## config.mk

```make
export PLATFORM = sky130hd
export DESIGN_NAME = hamming_sec_codec_top_flat
export DESIGN_NICKNAME = d
export VERILOG_FILES = /design/src/rtl/core/hsc_pkg.sv /design/src/rtl/core/hsc_if.sv /design/src/rtl/core/hamming_sec_codec_top.sv /design/src/rtl/core/hsc_core.sv /design/src/flat_wrapper.sv
export SDC_FILE = /design/constraint.sdc
export NUM_CORES = 1
export LEC_CHECK = 0
export ABC_AREA = 1
export BUFFER_PORTS_ARGS = -buffer_cell sky130_fd_sc_hd__buf_2
export CAP_MARGIN = 40
export CORE_MARGIN = 1
export CORE_UTILIZATION = 40
export DETAILED_ROUTE_END_ITERATION = 16
export GPL_TIMING_DRIVEN = 0
export PLACE_DENSITY_LB_ADDON = 0.2
export SETUP_SLACK_MARGIN = 0.3
export SLEW_MARGIN = 40
export SYNTH_ARGS = -nofsm -noshare
export SYNTH_HDL_FRONTEND = slang
export SYNTH_SLANG_ARGS = --single-unit
```

## constraint.sdc

```tcl
create_clock -name clk -period 7 [get_ports clk]
set_input_delay 1.4 -clock clk [delete_from_list [all_inputs] [get_ports clk]]
set_output_delay 1.4 -clock clk [all_outputs]
set_load 0.005 [all_outputs]
```

## src/rtl/core/hsc_pkg.sv

```systemverilog
// Package for the Hamming single-error-correcting codec.
// Holds the field widths, the operation codes and the item types used by every file.
`timescale 1ns / 1ps

package hsc_pkg;

	localparam int MAX_DATA_BITS = 57;
	localparam int MAX_CODE_BITS = 63;
	localparam int DATA_BITS_W   = 6;
	localparam int SYND_W        = 6;

	localparam logic [DATA_BITS_W-1:0] DATA_BITS_RESET = 6'd4;

	typedef enum logic [0:0] {
		OP_ENCODE = 1'b0,
		OP_DECODE = 1'b1
	} op_t;

	typedef struct packed {
		op_t                      op;
		logic [MAX_DATA_BITS-1:0] data_word;
		logic [MAX_CODE_BITS-1:0] code_word;
	} cmd_t;

	typedef struct packed {
		logic [MAX_CODE_BITS-1:0] code_out;
		logic [SYND_W-1:0]        syndrome;
		logic                     corrected;
		logic                     syndrome_out_of_range;
	} res_t;

endpackage

```

## src/rtl/core/hsc_if.sv

```systemverilog
// Valid/ready channel interfaces for the codec's command and result items.
// Depends on hsc_pkg for the item types.
`timescale 1ns / 1ps

interface hsc_cmd_if;
	logic          valid;
	logic          ready;
	hsc_pkg::cmd_t data;

	modport source (output valid, output data, input ready);
	modport sink (input valid, input data, output ready);
endinterface

interface hsc_res_if;
	logic          valid;
	logic          ready;
	hsc_pkg::res_t data;

	modport source (output valid, output data, input ready);
	modport sink (input valid, input data, output ready);
endinterface

```

## src/rtl/core/hamming_sec_codec_top.sv

```systemverilog
// Top level of the Hamming single-error-correcting codec.
// Depends on hsc_pkg, the channel interfaces in hsc_if and the datapath in hsc_core.
//
// Usage:
// Command items arrive on cmd (valid/ready). An item with op OP_ENCODE takes
// data_word and returns its codeword; an item with op OP_DECODE takes code_word,
// returns the syndrome and the corrected word, and flags a syndrome beyond the
// codeword length. Result items leave on res (valid/ready), one per command item,
// in order.
// The data_bits register sets the number of data bits per codeword; write it with
// cfg_we and cfg_wdata while no item is in flight.
// A command item is captured in the input register when it is accepted, passes
// through the parity XOR trees and the correction, and is then captured in the
// result register, from which it is valid on res and can leave.
// Throughput is one item per cycle unless res stalls; the two registers form a
// pipeline in which every stage advances when the stage after it is empty or is
// being drained. When res is stalled, the result holds and cmd keeps accepting
// until the input register is also full.
// Reset clears both pipeline stages and sets data_bits to 4.
`timescale 1ns / 1ps

module hamming_sec_codec_top (
	input  logic                            clk,
	input  logic                            arst_n,
	input  logic                            cfg_we,
	input  logic [hsc_pkg::DATA_BITS_W-1:0] cfg_wdata,
	hsc_cmd_if.sink                         cmd,
	hsc_res_if.source                       res
);

	logic [hsc_pkg::DATA_BITS_W-1:0] data_bits_q;
	logic                            valid_s1;
	hsc_pkg::cmd_t                   item_s1;
	logic                            valid_s2;
	hsc_pkg::res_t                   item_s2;
	hsc_pkg::res_t                   core_res;
	logic                            adv_s2;

	assign adv_s2    = !valid_s2 || res.ready;
	assign cmd.ready = !valid_s1 || adv_s2;
	assign res.valid = valid_s2;
	assign res.data  = item_s2;

	always_ff @(posedge clk or negedge arst_n) begin
		if (!arst_n) begin
			data_bits_q <= hsc_pkg::DATA_BITS_RESET;
		end else if (cfg_we) begin
			data_bits_q <= cfg_wdata;
		end
	end

	always_ff @(posedge clk or negedge arst_n) begin
		if (!arst_n) begin
			valid_s1 <= 1'b0;
			valid_s2 <= 1'b0;
		end else begin
			if (cmd.ready) begin
				valid_s1 <= cmd.valid;
			end
			if (adv_s2) begin
				valid_s2 <= valid_s1;
			end
		end
	end

	always_ff @(posedge clk) begin
		if (cmd.ready && cmd.valid) begin
			item_s1 <= cmd.data;
		end
		if (adv_s2 && valid_s1) begin
			item_s2 <= core_res;
		end
	end

	hsc_core u_core (
		.data_bits (data_bits_q),
		.cmd_item  (item_s1),
		.res_item  (core_res)
	);

endmodule

```

## src/rtl/core/hsc_core.sv

```systemverilog
// Combinational encode and check/correct logic for one item.
// Depends on hsc_pkg for the item types and widths.
`timescale 1ns / 1ps

module hsc_core (
	input  logic [hsc_pkg::DATA_BITS_W-1:0] data_bits,
	input  hsc_pkg::cmd_t                   cmd_item,
	output hsc_pkg::res_t                   res_item
);

	localparam int CW = hsc_pkg::MAX_CODE_BITS;
	localparam int DW = hsc_pkg::MAX_DATA_BITS;
	localparam int SW = hsc_pkg::SYND_W;

	function automatic logic [CW-1:0] pos_mask(input int i);
		logic [CW-1:0] msk;
		msk = '0;
		for (int k = 0; k < CW; k++) begin
			msk[k] = (((k + 1) >> i) & 1) != 0;
		end
		return msk;
	endfunction

	function automatic logic [CW-1:0] scatter(input logic [DW-1:0] d);
		logic [CW-1:0] w;
		int j;
		w = '0;
		j = 0;
		for (int pos = 1; pos <= CW; pos++) begin
			if ((pos & (pos - 1)) != 0) begin
				w[pos-1] = d[j];
				j++;
			end
		end
		return w;
	endfunction

	function automatic logic [SW-1:0] code_len(input logic [SW-1:0] m);
		logic [2:0] r;
		logic       found;
		r = '0;
		found = 1'b0;
		for (int k = 0; k < 7; k++) begin
			if (!found && ((8'd1 << k) >= ({2'b00, m} + 8'(k) + 8'd1))) begin
				r = 3'(k);
				found = 1'b1;
			end
		end
		return m + SW'(r);
	endfunction

	logic [SW-1:0] m_eff;
	logic [SW-1:0] n_len;
	logic [DW-1:0] d_mask;
	logic [CW-1:0] n_mask;
	logic [CW-1:0] enc_word;
	logic [CW-1:0] dec_word;
	logic [SW-1:0] synd;
	logic          oor;
	logic          corr;

	assign m_eff = (data_bits > SW'(DW)) ? SW'(DW) : data_bits;
	assign n_len = code_len(m_eff);

	always_comb begin
		for (int j = 0; j < DW; j++) begin
			d_mask[j] = SW'(j) < m_eff;
		end
		for (int k = 0; k < CW; k++) begin
			n_mask[k] = SW'(k) < n_len;
		end
	end

	always_comb begin
		enc_word = scatter(cmd_item.data_word & d_mask);
		for (int i = 0; i < SW; i++) begin
			enc_word[(1 << i) - 1] = ^(enc_word & pos_mask(i));
		end
	end

	always_comb begin
		dec_word = cmd_item.code_word & n_mask;
		for (int i = 0; i < SW; i++) begin
			synd[i] = ^(dec_word & pos_mask(i));
		end
		oor  = synd > n_len;
		corr = !oor && (synd != '0);
		if (corr) begin
			dec_word = dec_word ^ (CW'(1) << (synd - SW'(1)));
		end
	end

	always_comb begin
		case (cmd_item.op)
			hsc_pkg::OP_DECODE: begin
				res_item.code_out              = dec_word;
				res_item.syndrome              = synd;
				res_item.corrected             = corr;
				res_item.syndrome_out_of_range = oor;
			end
			default: begin
				res_item.code_out              = enc_word;
				res_item.syndrome              = '0;
				res_item.corrected             = 1'b0;
				res_item.syndrome_out_of_range = 1'b0;
			end
		endcase
	end

endmodule

```

## src/flat_wrapper.sv

```systemverilog
// flat-port wrapper written by rule: the top's interface ports become plain ports
module hamming_sec_codec_top_flat 
  (clk, arst_n, cfg_we, cfg_wdata, cmd_valid, cmd_data, cmd_ready, res_valid, res_data, res_ready);
  hsc_cmd_if cmd_i ();
  hsc_res_if res_i ();
  input  logic clk;
  input  logic arst_n;
  input  logic cfg_we;
  input  logic [hsc_pkg::DATA_BITS_W-1:0] cfg_wdata;
  input wire logic [$bits(cmd_i.valid)-1:0] cmd_valid;
  input wire logic [$bits(cmd_i.data)-1:0] cmd_data;
  output wire logic [$bits(cmd_i.ready)-1:0] cmd_ready;
  output wire logic [$bits(res_i.valid)-1:0] res_valid;
  output wire logic [$bits(res_i.data)-1:0] res_data;
  input wire logic [$bits(res_i.ready)-1:0] res_ready;
  assign cmd_i.valid = cmd_valid;
  assign cmd_i.data = cmd_data;
  assign cmd_ready = cmd_i.ready;
  assign res_valid = res_i.valid;
  assign res_data = res_i.data;
  assign res_i.ready = res_ready;
  hamming_sec_codec_top u_core (.clk(clk), .arst_n(arst_n), .cfg_we(cfg_we), .cfg_wdata(cfg_wdata), .cmd(cmd_i), .res(res_i));
endmodule
```

==> results of run 1 <==
kinds of logic (layout without fill, tap and decap cells):
group / Yosys count / after routing / share of synthesized area, %
buffers and inverters: 264 / 636 / 7.118
xor gates and xnor gates: 140 / 140 / 7.783
AOI/OAI and AO/OA: 96 / 96 / 3.630
DFF: 200 / 200 / 37.30
and+or+nand+nor: 1528 / 1529 / 42.40
adders and majority gates: 22 / 22 / 1.768
power groups by stage:
stage,sequential (mW),combinational [mW],clock [mW]
after global routing,1.66,9.34,1.06
after floorplan,1.68,3.82,0
after detailed placement,1.67,5.76,0
after CTS,1.64,7.58,1.02
final,1.64,8.85,0.992
after global placement,1.69,5.70,0
timing repair:
action / CTS / global route
setup endpoints to repair: 71 / 67
pin swaps: 106 / 80
buffers inserted: 110 / 11
gates resized for setup: 393 / 205
gates cloned: 6 / 5
hold endpoints to repair: 0 / 0
final cells by class:
type / count / area [um^2] / share of cell area, %
multi-input combinational: 1787 / 10740 / 49.33
sequential: 200 / 5969 / 27.41
timing repair buffer: 340 / 2381 / 10.93
inverter: 204 / 837.1 / 3.844
tap: 518 / 648.1 / 2.976
buffer: 60 / 611.8 / 2.810
clock buffer: 20 / 446.7 / 2.051
clock inverter: 12 / 140.1 / 0.6435
critical path: cells and delay by family (launching register included):
family                   cells  cell delay (ps)
AND/OR/NAND/NOR             26             2840
AO/OA/AOI/OAI                3              420
buffers and inverters       13             1900
adder cells (fa/ha/maj)      3             1100
flip-flops                   1              450
through the flow:
step	std cells	setup TNS, ps	power, mW	hold WS, ps
floorplan	2250	0	5.496	447.1
global placement	2972	-190950	7.389	450.2
CTS	3125	0	10.25	531.7
finish	3141	-298.0	11.49	521.1
detailed placement	2977	-170590	7.424	505.0
global route	3141	-18220	12.06	560.3
layer usage:
metal  vias up  global-route usage (%)  share of wire, %
met5         -                       0                 0
met2       750                   51.83                46
met1      8190                   42.77                43
li1       8058                       -                 -
met3       120                   5.530               7.2
met4         0                   12.12               3.3
Yosys cell counts (all sizes together), types with 5 or more instances:
cell type  number
xnor2          33
ha             21
nor2          153
nor3           15
nand3b          6
dfrtp           7
xor2          107
nand4          41
edfxtp        192
o21ai          53
nand3         328
inv           198
nand2         978
or2             5
o211ai         11
a21oi          13
clkinv          6
a21boi          5
clkbuf         16
buf            44
path summary, 6_finish.rpt:
kind | to | start | cells past startpoint
hold reg to reg | u_core.res.valid | u_core.valid_s1 | 2
hold / removal | u_core.res.valid | u_core.valid_s1 | 2
max in group asynchronous | u_core.data_bits_q[2] | arst_n | 1
setup / recovery | u_core.res.data[25] | u_core.data_bits_q[5] | 45
setup reg to reg | u_core.res.data[25] | u_core.data_bits_q[5] | 45
min in group asynchronous | u_core.data_bits_q[0] | arst_n | 1
registers in the layout, indices dropped and copies added, names as in the netlist:
name and cells:
u_core.item_s1 121, u_core.res.valid 1, u_core.res.data 71, u_core.valid_s1 1
u_core.data_bits_q 6
==> flow_summary.toml, run 1 <==
[status]
result_of_the_run = "finished, violations left"
failed_checks = "setup timing"

[power_and_ir_drop]
power_density_nw_per_um2 = 527.5
swShare_pct = 52.08
internal_power_mw = 5.505
maximum_vdd_ir_drop_mv = 0.3640
power.leakage_nw = 10.27
clock_power_share_pct = 8.6
combinationalPowerShare_pct = 77.1
relative_contribution_of_sequential_cells_to_total_power_pct = 14.3
switchingPower_mw = 5.982

[cts]
cts_root_buffer = "sky130_fd_sc_hd__clkbuf_16"
cts.path.max_buffers = 2
clock_tree.htree_level_count = 4
path_clk_slew_ps = 70
cts.sink_count = 200
cts_hold_buffers = 0
tritoncts = "yes"
clock_latency_ps = 510
tritoncts.num_buffers = 17

[synth]
syn-mean-instance-area_um2 = 7.109
synth.ff_latch_count = 200
syn-instance-count = 2250
synth_enable_flop_cells = 192
synthTopCellsByArea = "sky130_fd_sc_hd__edfxtp_1 (36%), sky130_fd_sc_hd__nand2_1 (22%), sky130_fd_sc_hd__nand3_1 (9.7%)"
mappedNetlistNets = 2404
netlist-cell-type-count = 56
yosysTopAreaCellShare_pct = 36.05
synth_seq_area_share_pct = 37.30
yosys_warn_count = 0
synth_top_area_cell = "sky130_fd_sc_hd__edfxtp_1"
synthesis.area_um2 = 16000
fraction_of_registers_with_async_set_reset_pct = 4.000
ys.flop_type = "sky130_fd_sc_hd__edfxtp_1"

[die]
vert_die_dim_um = 202.0
floorplan.initialDensity_pct = 41.01
fp.dieArea_um2 = 40790
core_area_um2 = 39010
ioPinCount = 205
die-width_um = 202.0
placement_rows = 72

[worst_setup_path]
worstPathArrival_ps = 7260
critical_path.max_stage_delay_ps = 600
critical_path.startpoint_type = "register"
timing_worst_setup_path_type = "register to register"
critPathRequiredTime_ps = 7220
crit_slowest_cell = "sky130_fd_sc_hd__fa_2"
critPathCaptureType = "register"
path_max_fanout = 9
worst-r2r-setup-slack_ps = -40
worst_path_most_repeated_cell = "sky130_fd_sc_hd__nand2_2"

[final_layout]
area_growth_syn_to_layout_pct = 36.14
final_cell_area_um2 = 21780
filler_cell_count = 3662
fin_nets = 2764
commonest_cells_after_routing_fill_and_taps_aside = "sky130_fd_sc_hd__nand2_1 (741), sky130_fd_sc_hd__nand3_1 (239), sky130_fd_sc_hd__buf_2 (210)"
antenna_cells = 0
most_common_cell_after_layout_fill_and_taps_aside = "sky130_fd_sc_hd__nand2_1"
proportion_of_layout_cells_with_a_drive_suffix_above_1_pct = 35.42
final_core_utilization_pct = 55.83

[timing]
number_of_hold_violations_in_the_final_report = 0
finalCriticalPeriod_ps = 7039
relative_slew_slack_pct = 41.80
rsz0062_at_grt = "yes"
fin_skew_ps = 23.24
fin_crit_sh_pct = 100.6
fmaxAchievable_mhz = 142.1
timing.final.setup_violations = 19
worst_pin_slew_ps = 873.0
fin_ws_ps = -38.73
maxSlewViolCount = 0

[job]
timing.max_cap.violations = 0

[detailed_routing]
drt_wl_total_um = 66410
postRouteAntennaNets = 0
routed-via-count = 17120
drtIter0Drc = 1425
drc = 0
drt_first_pass_iters = 7
via_per_inst = 5.450
avgRoutedWirePerCell_um = 21.14

[place]
placement.io_buffers = 204
hpwl_reported_at_the_end_of_detailed_placement_um = 51870
dp_worst_setup_slack_ps = -2680
gp_routability_congestion = 1.001
post_dp_cell_area_um2 = 17790

[global_route]
first_global_vias = 16040
grt_antenna_before_repair = 0
grt_start_max_net_pins = 74
grt_first_pass_wirelength_um = 95420
gr-total-overflow = 0
gr-usage-all-layers_pct = 32.08

[min_path]
holdCritPathClass = "register to register"
Power figures use the tool's default switching activity.
==> inputs of run 2 (changes only) <==
- BUFFER_PORTS_ARGS: -buffer_cell sky130_fd_sc_hd__buf_2 -> -buffer_cell sky130_fd_sc_hd__buf_4
- SYNTH_HIERARCHICAL: default -> 1
- clock period: 7 -> 8.54 ns (I/O delays scaled with it)
==> flow_summary.toml, run 2 <==
[status]
result_of_the_run = "complete, no violations"

[power_and_ir_drop]
power_density_nw_per_um2 = 359.0
relative_contribution_of_sequential_cells_to_total_power_pct = 18.9
internal_power_mw = 3.078
swShare_pct = 55.93
combinationalPowerShare_pct = 68.9
switchingPower_mw = 3.907
power.leakage_nw = 9.358
power_mw = 6.985
maximum_vdd_ir_drop_mv = 0.2166
clock_power_share_pct = 12.3

[global_route]
grt_start_max_net_pins = 64
first_global_vias = 15400
grt_antenna_before_repair = 0
gr-total-overflow = 0
gr-usage-all-layers_pct = 31.16
grt_first_pass_wirelength_um = 93150

[die]
ioPinCount = 205
vert_die_dim_um = 202.7
fp.dieArea_um2 = 41080
core_area_um2 = 39730
placement_rows = 73
floorplan.initialDensity_pct = 40.54
die-width_um = 202.7

[timing]
worst_pin_slew_ps = 841.4
fmaxAchievable_mhz = 125.4
relative_slew_slack_pct = 43.48
number_of_hold_violations_in_the_final_report = 0
finalCriticalPeriod_ps = 7972
timing.final.setup_violations = 0
fin_ws_ps = 568.1
fin_crit_sh_pct = 93.35
maxSlewViolCount = 0
rsz0062_at_grt = "no"
fin_skew_ps = 26.04
holdWs_ps = 507.0

[detailed_routing]
routed-via-count = 16350
drc = 0
via_per_inst = 5.373
postRouteAntennaNets = 0
drtIter0Drc = 1578
avgRoutedWirePerCell_um = 20.95
drt_first_pass_iters = 8
drt_wl_total_um = 63760

[place]
post_dp_cell_area_um2 = 18420
gp_routability_congestion = 0.9796
placement.io_buffers = 204
hpwl_reported_at_the_end_of_detailed_placement_um = 51980
dp_worst_setup_slack_ps = -1828

[final_layout]
area_growth_syn_to_layout_pct = 20.78
final_cell_area_um2 = 19460
antenna_cells = 0
proportion_of_layout_cells_with_a_drive_suffix_above_1_pct = 18.98
final_core_utilization_pct = 48.97
multiInputGateArea_um2 = 9216
commonest_cells_after_routing_fill_and_taps_aside = "sky130_fd_sc_hd__nand2_1 (888), sky130_fd_sc_hd__nand3_1 (326), sky130_fd_sc_hd__buf_4 (222)"
final-seq-area_um2 = 5968
largest_register_ff_count = 121
largest_register = "u_core/item_s1"
filler_cell_count = 3942
most_common_cell_after_layout_fill_and_taps_aside = "sky130_fd_sc_hd__nand2_1"
fin_nets = 2657

[worst_setup_path]
critical_path.startpoint_type = "register"
critPathCaptureType = "register"
path_max_fanout = 10
critPathRequiredTime_ps = 8780
worst_setup_path_endpoint = "u_core/res.data[26]"
worstPathArrival_ps = 8220
cp-startpoint = "u_core/data_bits_q[3]"
worst_path_most_repeated_cell = "sky130_fd_sc_hd__nand2_1"
timing_worst_setup_path_type = "register to register"
critical_path.max_stage_delay_ps = 670
worst-r2r-setup-slack_ps = 570
crit_slowest_cell = "sky130_fd_sc_hd__nor3_1"
critical_path.reg2reg.endpoint = "u_core/res.data[26]"
worstRegToRegCells = 40
timing.rr.start = "u_core/data_bits_q[3]"

[synth]
yosysTopAreaCellShare_pct = 35.79
fraction_of_registers_with_async_set_reset_pct = 4.000
ys.flop_type = "sky130_fd_sc_hd__edfxtp_1"
synth_seq_area_share_pct = 37.04
ys_top_cells_by_count = "sky130_fd_sc_hd__nand2_1 (900), sky130_fd_sc_hd__nand3_1 (339), sky130_fd_sc_hd__edfxtp_1 (192)"
synth_top_area_cell = "sky130_fd_sc_hd__edfxtp_1"
yosys.area_share.xor_xnor_pct = 7.503
synth_adder_area_share_pct = 1.600
post_synth_mux_area_share_pct = 0
synth_simple_gate_area_share_pct = 43.32
synthesis.area_um2 = 16110
netlist-cell-type-count = 55
synth_compound_gate_area_share_pct = 3.146
syn-instance-count = 2266
synth_top_family_by_area = "simple AND/OR/NAND/NOR gates"
syn-mean-instance-area_um2 = 7.109
yosys_warn_count = 6
post-synth-top-count-cell = "sky130_fd_sc_hd__nand2_1"
synth_enable_flop_cells = 192
synth.ff_latch_count = 200
synthTopCellsByArea = "sky130_fd_sc_hd__edfxtp_1 (36%), sky130_fd_sc_hd__nand2_1 (21%), sky130_fd_sc_hd__nand3_1 (11%)"
mappedNetlistNets = 2418

[cts]
cts_root_buffer = "sky130_fd_sc_hd__clkbuf_16"
path_clk_slew_ps = 80
cts.path.max_buffers = 2
clock_tree.htree_level_count = 4
clock_latency_ps = 520
cts_hold_buffers = 0
tritoncts.num_buffers = 17
cts.sink_count = 200
tritoncts = "yes"

[job]
timing.max_cap.violations = 0

[min_path]
holdCritPathClass = "register to register"
hold-path-cell-count = 2
[run 2: changes by cell type in the layout (fill, tap and decap cells not counted), moves of 18 or more]
| cell | change |
|---|---|
| sky130_fd_sc_hd__buf_2 | -193 |
| sky130_fd_sc_hd__nand2_1 | +147 |
| sky130_fd_sc_hd__nand2_2 | -129 |
| sky130_fd_sc_hd__buf_4 | +118 |
| sky130_fd_sc_hd__nand3_1 | +87 |
| sky130_fd_sc_hd__nand3_2 | -49 |
| sky130_fd_sc_hd__nand2_4 | -47 |
| sky130_fd_sc_hd__nor2_1 | +39 |
| sky130_fd_sc_hd__inv_1 | +27 |
| sky130_fd_sc_hd__inv_2 | -20 |
| sky130_fd_sc_hd__nor2_4 | -18 |
[run 2: per-stage QoR]
step           cells  setup TNS [ps]
2_1_floorplan   2266               0
3_3_place_gp    2995         -157780
3_5_place_dp    3000         -110210
4_1_cts         3034               0
5_1_grt         3043               0
6_report        3043               0
[run 2: cells by family (layout without fill, tap and decap cells)]
kind of cell             Yosys count  after routing
AO/OA/AOI/OAI                     84             84
flip-flops                       200            200
buffers and inverters            262            514
AND/OR/NAND/NOR                 1562           1562
adder cells (fa/ha/maj)           20             20
XOR/XNOR                         138            138
[run 2: metal layers]
| layer | GRT usage (%) | vias up | wire length (um) |
|---|---|---|---|
| li1 | - | 7900 | - |
| met4 | 10.26 | 0 | 1676 |
| met1 | 42.53 | 7694 | 28480 |
| met2 | 50.27 | 673 | 29310 |
| met3 | 4.864 | 82 | 4291 |
| met5 | 0 | - | 0 |
[run 2: worst min path at each step]
stage	startpoint	endpoint	slack [ps]
after floorplan	u_core/valid_s1	u_core/res.valid	450
after global placement	u_core/valid_s1	u_core/res.valid	450
after detailed placement	u_core/valid_s1	u_core/res.valid	500
after CTS	u_core/valid_s1	u_core/res.valid	510
after global routing	u_core/valid_s1	u_core/res.valid	550
final	u_core/valid_s1	u_core/res.valid	510
[run 2: repair_timing]
item / CTS / global route
endpoints found under the setup margin: 71 / 65
gates resized for setup: 33 / 59
pin swaps: 0 / 6
setup buffers: 2 / 9
cloned: 0 / 0
[run 2: critical path: cells and delay by family (launching register included)]
family	cells	cell delay, ps
flops	1	390
compound gates	4	1040
simple gates	28	4510
buf+inv	6	970
fa+ha+maj	2	750
[run 2: power groups by stage]
stage,clock network [mW],logic (mW),registers [mW]
2_1_floorplan,0,3.02,1.33
3_3_place_gp,0,4.49,1.35
3_5_place_dp,0,4.53,1.34
4_1_cts,0.886,4.58,1.32
5_1_grt,0.913,5.17,1.33
6_report,0.856,4.81,1.32
[run 2: area by class of cell]
cell class / instances / share of cell area (%)
sequential: 200 / 30.67
timing repair buffer: 220 / 8.874
inverter: 200 / 4.032
multi-input combinational: 1804 / 47.37
clock buffer: 17 / 2.186
buffer: 62 / 2.489
clock inverter: 15 / 1.003
tap: 525 / 3.376
